[src/rtl/rde_pkg.sv]
// ----------------------------------------------------------------------------
// rde_pkg
// Shared types and constants of the radix digit emitter.
// ----------------------------------------------------------------------------
package rde_pkg;

    localparam int VALUE_WIDTH = 31;
    localparam int RADIX_WIDTH = 5;
    localparam int DIGIT_WIDTH = 4;
    localparam int CHAR_WIDTH  = 7;
    localparam int CNT_WIDTH   = $clog2(VALUE_WIDTH + 1);
    localparam int BIT_WIDTH   = $clog2(VALUE_WIDTH);

    localparam logic [CHAR_WIDTH-1:0]  DIGIT_ZERO  = 7'd48;
    localparam logic [CHAR_WIDTH-1:0]  DIGIT_ALPHA = 7'd65;
    localparam logic [RADIX_WIDTH-1:0] RADIX_MIN   = 5'd2;
    localparam logic [RADIX_WIDTH-1:0] RADIX_MAX   = 5'd16;
    localparam logic [DIGIT_WIDTH:0]   DECIMAL_TEN = 5'd10;

    typedef struct packed {
        logic [VALUE_WIDTH-1:0] value;
        logic [RADIX_WIDTH-1:0] radix;
    } arg_t;

    typedef struct packed {
        logic [CHAR_WIDTH-1:0]  digit_char;
        logic [DIGIT_WIDTH-1:0] digit_value;
        logic                   last;
    } digit_t;

    typedef enum logic [1:0] {
        ST_IDLE,
        ST_DIVIDE,
        ST_EMIT
    } state_t;

    function automatic logic [CHAR_WIDTH-1:0] ascii_of(input logic [DIGIT_WIDTH-1:0] d);
        logic [CHAR_WIDTH-1:0] wide;
        wide = {{(CHAR_WIDTH - DIGIT_WIDTH){1'b0}}, d};
        if ({1'b0, d} < DECIMAL_TEN)
            ascii_of = DIGIT_ZERO + wide;
        else
            ascii_of = DIGIT_ALPHA + wide - CHAR_WIDTH'(DECIMAL_TEN);
    endfunction

endpackage

[src/rtl/radix_digit_emitter.sv]
// ----------------------------------------------------------------------------
// radix_digit_emitter
// Converts a binary value to ASCII digits in a base from two to sixteen.
// ----------------------------------------------------------------------------
// Usage: a request on the arg channel carries a value and a base. The block
// divides the value by the base with a bit-serial restoring divider, one
// quotient bit per cycle, and pushes each remainder onto a digit stack. When
// the quotient reaches zero it pops the stack onto the digit channel, most
// significant digit first, with last set on the final digit. A zero value
// yields the single digit '0'. Bases below two count as two, above sixteen
// as sixteen.
// Each digit takes the divider through all VALUE_WIDTH (31) quotient bits; once
// the quotient reaches zero, digit_valid rises and the block moves one digit
// per cycle while the receiver is ready. No new request is taken until the
// final digit is taken; arg_ready is high only while the block is idle.
// Reset clears the state machine and digit count; the block comes up idle.
// A stalled receiver holds the current digit on the port until it is taken.
// ----------------------------------------------------------------------------
module radix_digit_emitter
    import rde_pkg::*;
(
    input  logic   clk,
    input  logic   rst_n,
    input  logic   arg_valid,
    output logic   arg_ready,
    input  arg_t   arg,
    output logic   digit_valid,
    input  logic   digit_ready,
    output digit_t digit
);

    state_t                  state_reg, state_next;
    logic [CNT_WIDTH-1:0]    count_reg, count_next;
    logic [BIT_WIDTH-1:0]    bit_reg, bit_next;
    logic [VALUE_WIDTH-1:0]  quot_reg, quot_next;
    logic [DIGIT_WIDTH-1:0]  rem_reg, rem_next;
    logic [RADIX_WIDTH-1:0]  radix_reg, radix_next;
    logic [DIGIT_WIDTH-1:0]  stack_reg [VALUE_WIDTH];
    logic [DIGIT_WIDTH-1:0]  stack_next [VALUE_WIDTH];

    logic [DIGIT_WIDTH:0]    trial;
    logic                    fits;
    logic [DIGIT_WIDTH-1:0]  rem_step;
    logic [VALUE_WIDTH-1:0]  quot_step;

    always_comb
    begin
        trial     = {rem_reg, quot_reg[VALUE_WIDTH-1]};
        fits      = (trial >= radix_reg);
        rem_step  = fits ? DIGIT_WIDTH'(trial - radix_reg) : trial[DIGIT_WIDTH-1:0];
        quot_step = {quot_reg[VALUE_WIDTH-2:0], fits};
    end

    always_comb
    begin
        state_next  = state_reg;
        count_next  = count_reg;
        bit_next    = bit_reg;
        quot_next   = quot_reg;
        rem_next    = rem_reg;
        radix_next  = radix_reg;
        stack_next  = stack_reg;
        arg_ready   = 1'b0;
        digit_valid = 1'b0;

        unique case (state_reg)
            ST_IDLE:
            begin
                arg_ready = 1'b1;
                if (arg_valid)
                begin
                    quot_next  = arg.value;
                    rem_next   = '0;
                    bit_next   = '0;
                    count_next = '0;
                    if (arg.radix < RADIX_MIN)
                        radix_next = RADIX_MIN;
                    else if (arg.radix > RADIX_MAX)
                        radix_next = RADIX_MAX;
                    else
                        radix_next = arg.radix;
                    state_next = ST_DIVIDE;
                end
            end
            ST_DIVIDE:
            begin
                quot_next = quot_step;
                if (bit_reg == BIT_WIDTH'(VALUE_WIDTH - 1))
                begin
                    for (int i = VALUE_WIDTH - 1; i > 0; i--)
                        stack_next[i] = stack_reg[i-1];
                    stack_next[0] = rem_step;
                    count_next    = count_reg + 1'b1;
                    rem_next      = '0;
                    bit_next      = '0;
                    if (quot_step == '0)
                        state_next = ST_EMIT;
                end
                else
                begin
                    rem_next = rem_step;
                    bit_next = bit_reg + 1'b1;
                end
            end
            ST_EMIT:
            begin
                digit_valid = 1'b1;
                if (digit_ready)
                begin
                    for (int i = 0; i < VALUE_WIDTH - 1; i++)
                        stack_next[i] = stack_reg[i+1];
                    count_next = count_reg - 1'b1;
                    if (count_reg == CNT_WIDTH'(1))
                        state_next = ST_IDLE;
                end
            end
            default:
            begin
                state_next = ST_IDLE;
            end
        endcase
    end

    assign digit.digit_value = stack_reg[0];
    assign digit.digit_char  = ascii_of(stack_reg[0]);
    assign digit.last        = (count_reg == CNT_WIDTH'(1));

    always_ff @(posedge clk or negedge rst_n)
    begin
        if (!rst_n)
        begin
            state_reg <= ST_IDLE;
            count_reg <= '0;
            bit_reg   <= '0;
        end
        else
        begin
            state_reg <= state_next;
            count_reg <= count_next;
            bit_reg   <= bit_next;
        end
    end

    always_ff @(posedge clk)
    begin
        quot_reg  <= quot_next;
        rem_reg   <= rem_next;
        radix_reg <= radix_next;
        stack_reg <= stack_next;
    end

    a_emit_has_digits: assert property (@(posedge clk) disable iff (!rst_n)
        digit_valid |-> (count_reg != '0))
        else $error("digit offered with an empty digit stack");

    a_request_starts_divide: assert property (@(posedge clk) disable iff (!rst_n)
        (arg_valid && arg_ready) |=> (state_reg == ST_DIVIDE && count_reg == '0))
        else $error("accepted request did not start the divider");

    a_last_returns_idle: assert property (@(posedge clk) disable iff (!rst_n)
        (digit_valid && digit_ready && digit.last) |=> (arg_ready && !digit_valid))
        else $error("block not idle after the final digit");

    a_no_overlap: assert property (@(posedge clk) disable iff (!rst_n)
        arg_ready |-> !digit_valid)
        else $error("new request accepted while digits are pending");

endmodule

[config.mk]
export PLATFORM = sky130hd
export DESIGN_NAME = radix_digit_emitter
export DESIGN_NICKNAME = d
export VERILOG_FILES = /design/src/rtl/rde_pkg.sv /design/src/rtl/radix_digit_emitter.sv
export SDC_FILE = /design/constraint.sdc
export NUM_CORES = 1
export LEC_CHECK = 0
export BUFFER_PORTS_ARGS = -buffer_cell sky130_fd_sc_hd__buf_2
export CORE_ASPECT_RATIO = 1.5
export CORE_MARGIN = 10
export CORE_UTILIZATION = 40
export DETAILED_ROUTE_END_ITERATION = 8
export PLACE_DENSITY = 0.7
export SYNTH_ARGS = -nofsm -noshare
export SYNTH_HDL_FRONTEND = slang
export SYNTH_SLANG_ARGS = --single-unit
[constraint.sdc]
create_clock -name clk -period 10.25 [get_ports clk]
set_clock_uncertainty 0.05 [all_clocks]
set_input_delay 0.5125 -clock clk [delete_from_list [all_inputs] [get_ports clk]]
set_output_delay 0.5125 -clock clk [all_outputs]
set_load 0.05 [all_outputs]
==> qor.txt <==
Synth Register Bits: 176
CTS Buf Count: 17
GRT overflow: 0
Full die area: 25600 sq um
Fin. Hold Viols: 0
Syn nets: 579
Nets: 620
Largest net degree at the start of global routing: 124
Static Leak: 3.57 nW
Clk_lat worst skew: 0.43 ns
CP Capture Type: flop
Final Util: 46.5%
Top Ports: 54
Layout fillers: 1657
Max incr delay on CP: 0.84 ns
First-pass GRT wire length: 24.3 mm
Post-layout minimum cycle time: 3.32 ns
Post-synthesis cell type count: 45
Worst-path clk slew: 0.07 ns
Setup bufs post-CTS: 0
Maximum vdd drop: 101 uV
Number of vias per cell: 5.46
CTS tree: yes
Synthesized instance count: 524
Highest Clock Rate: 301 MHz
CTS Buffer Depth: 2
Setup violations, final: 0
Num rows: 62
Status: complete, no violations
Register area: 5230 sq um
Vias in the first global route: 4729
Hold/Removal Path Class: input port to flop
Worst slew margin: 22.7%
CTS Root Cell: clkbuf_16
Drt pass-1 iters: 4
Share of cells above drive strength 1: 22.7%
H-tree depth: 4
Post-synth top flop: edfxtp_1
Mapped cell area: 7800 sq um
Synth warn: 0
Port Buffer Count: 53
WP data arrival: 3.32 ns
WL final: 14.8 mm
Unrepaired setup endpoints after global routing: false
Worst Path Max Fanout: 123
Syn Area/Cell: 14.9 sq um
Post-synthesis sequential area ratio: 66.9%
Post-synth ARST share: 6.82%
Drt initial violations: 431
Die Y: 191 microns
Final Cycle Share: 32.4%
Initial Utilization: 40.7%
Gpl congestion: 0.809
Footprint of the multi-input gates: 2340 sq um
ANT cells: 0
Critical path data required time: 10.25 ns
Most common cell on crit path: buf_4
Crit path cell chain: inv_1 > ha_4 > buf_4 > nor2b_1 > nor3_2 > buf_4 > buf_4
Layout Area Growth over Synthesis: 14.0%
Avg WL per Cell: 17.7 microns
CTS Sinks: 176
Critical-path top delay cell: buf_4
DPL Wire Length: 9.62 mm
Met2 Use GR: 19.2%
Die width: 134 microns
Crit path max-delay family: buffers and inverters
Gr busiest metal: met2
Crit start category: flop
Most frequent cells in the layout: edfxtp_1 (164), a22o_1 (115), buf_2 (53)
Max reg flops: 120
Remaining antenna violation count: 0
All-Layer GR Usage: 11.7%
Met3 usage: 3.63%
Final Max Tran Viols: 0
Number of max-cap violations: 0
PwrDens: 164 nW/um^2
Slew @ Worst Pin: 1.16 ns
Remaining DRCs: 0
Via count: 4552
Setup TNS Final: 0 ns
Core Area: 19200 sq um
Antenna violations before repair: 0
EDFF count, synth: 164
Setup CP Type: flop to flop
Most common cell after layout, fill and taps aside: edfxtp_1
Buf+Inv Stages, Crit Path: 4
M1 GR Usage: 13.8%
final timing paths:
path	endpoint	startpoint	slack, ns	cells past startpoint
setup reg to reg	stack_reg[37]	state_reg[0]	6.93	7
hold / removal	radix_reg[4]	arg[4]	0.27	1
min in group asynchronous	state_reg[1]	rst_n	0.50	2
max in group asynchronous	bit_reg[4]	rst_n	9.40	2
hold reg to reg	stack_reg[1]	stack_reg[5]	0.42	0
setup / recovery	stack_reg[37]	state_reg[0]	6.93	7
metal layers:
metal | vias to the layer above | wire length (microns)
met5 | - | 0
met4 | 0 | 294
met3 | 21 | 750
met2 | 107 | 7600
met1 | 2272 | 6140
li1 | 2152 | -
cell families (layout without fill, tap and decap cells):
logic type      after synthesis  in the layout  synth area share, %
fa+ha+maj                    15             15                 2.50
simple gates                 78             78                 5.27
compound gates              156            156                 16.3
mux                          36             36                 5.11
xor+xnor                      5              5                0.561
flops                       176            176                 66.9
buf+inv                      58            112                 3.33
cell type report:
type | count | share of cell area, %
clock inverters | 14 | 2.09
multi-input cells | 290 | 26.3
well taps | 256 | 3.60
flip-flops and latches | 176 | 58.7
clock buffers | 18 | 4.82
inverters | 20 | 0.843
repair buffers | 60 | 3.60
metrics by stage:
stage               area (sq um)  hold slack [ns]  total power [W]  instances  worst slack [ns]
detailed placement          8280            0.370         0.000799        801              6.90
CTS                         8900            0.252          0.00147        834              6.90
finish                      8900            0.266          0.00146        834              6.93
global placement            8280            0.360         0.000799        801              7.05
global route                8900            0.263          0.00150        834              6.67
floorplan                   7800            0.167         0.000790        524             0.119
cell usage after synthesis (2+ instances only):
master	number	area share, %
buf_2	7	0.45
nand3_1	4	0.26
clkbuf_1	23	1.1
ha_1	14	2.2
nand4_1	4	0.32
buf_4	7	0.67
nand2_1	25	1.2
o21a_1	2	0.19
nor2b_1	5	0.40
inv_1	20	0.96
xnor2_1	4	0.45
and2_2	2	0.19
and2_1	2	0.16
o21ai_1	2	0.13
dfrtp_1	12	3.8
a21oi_1	11	0.71
mux2i_1	5	0.64
o221ai_1	2	0.22
edfxtp_1	164	63
nor3_1	5	0.32
a22o_1	115	13
nor4_1	7	0.56
a31oi_1	2	0.16
nor2_1	15	0.72
mux2_2	31	4.5
o21ai_0	15	0.96
power breakdown:
| group | switching [W] | internal [W] |
|---|---|---|
| combinational | 0.00000425 | 0.00000606 |
| clock | 0.000268 | 0.000407 |
| sequential | 0 | 0.000774 |
timing repair:
| item | in CTS | in global routing |
|---|---|---|
| hold buffers | 1 | 0 |
| hold endpoints to repair | 12 | 0 |
| gates resized for setup | 0 | 0 |
Power figures use the tool's default switching activity.
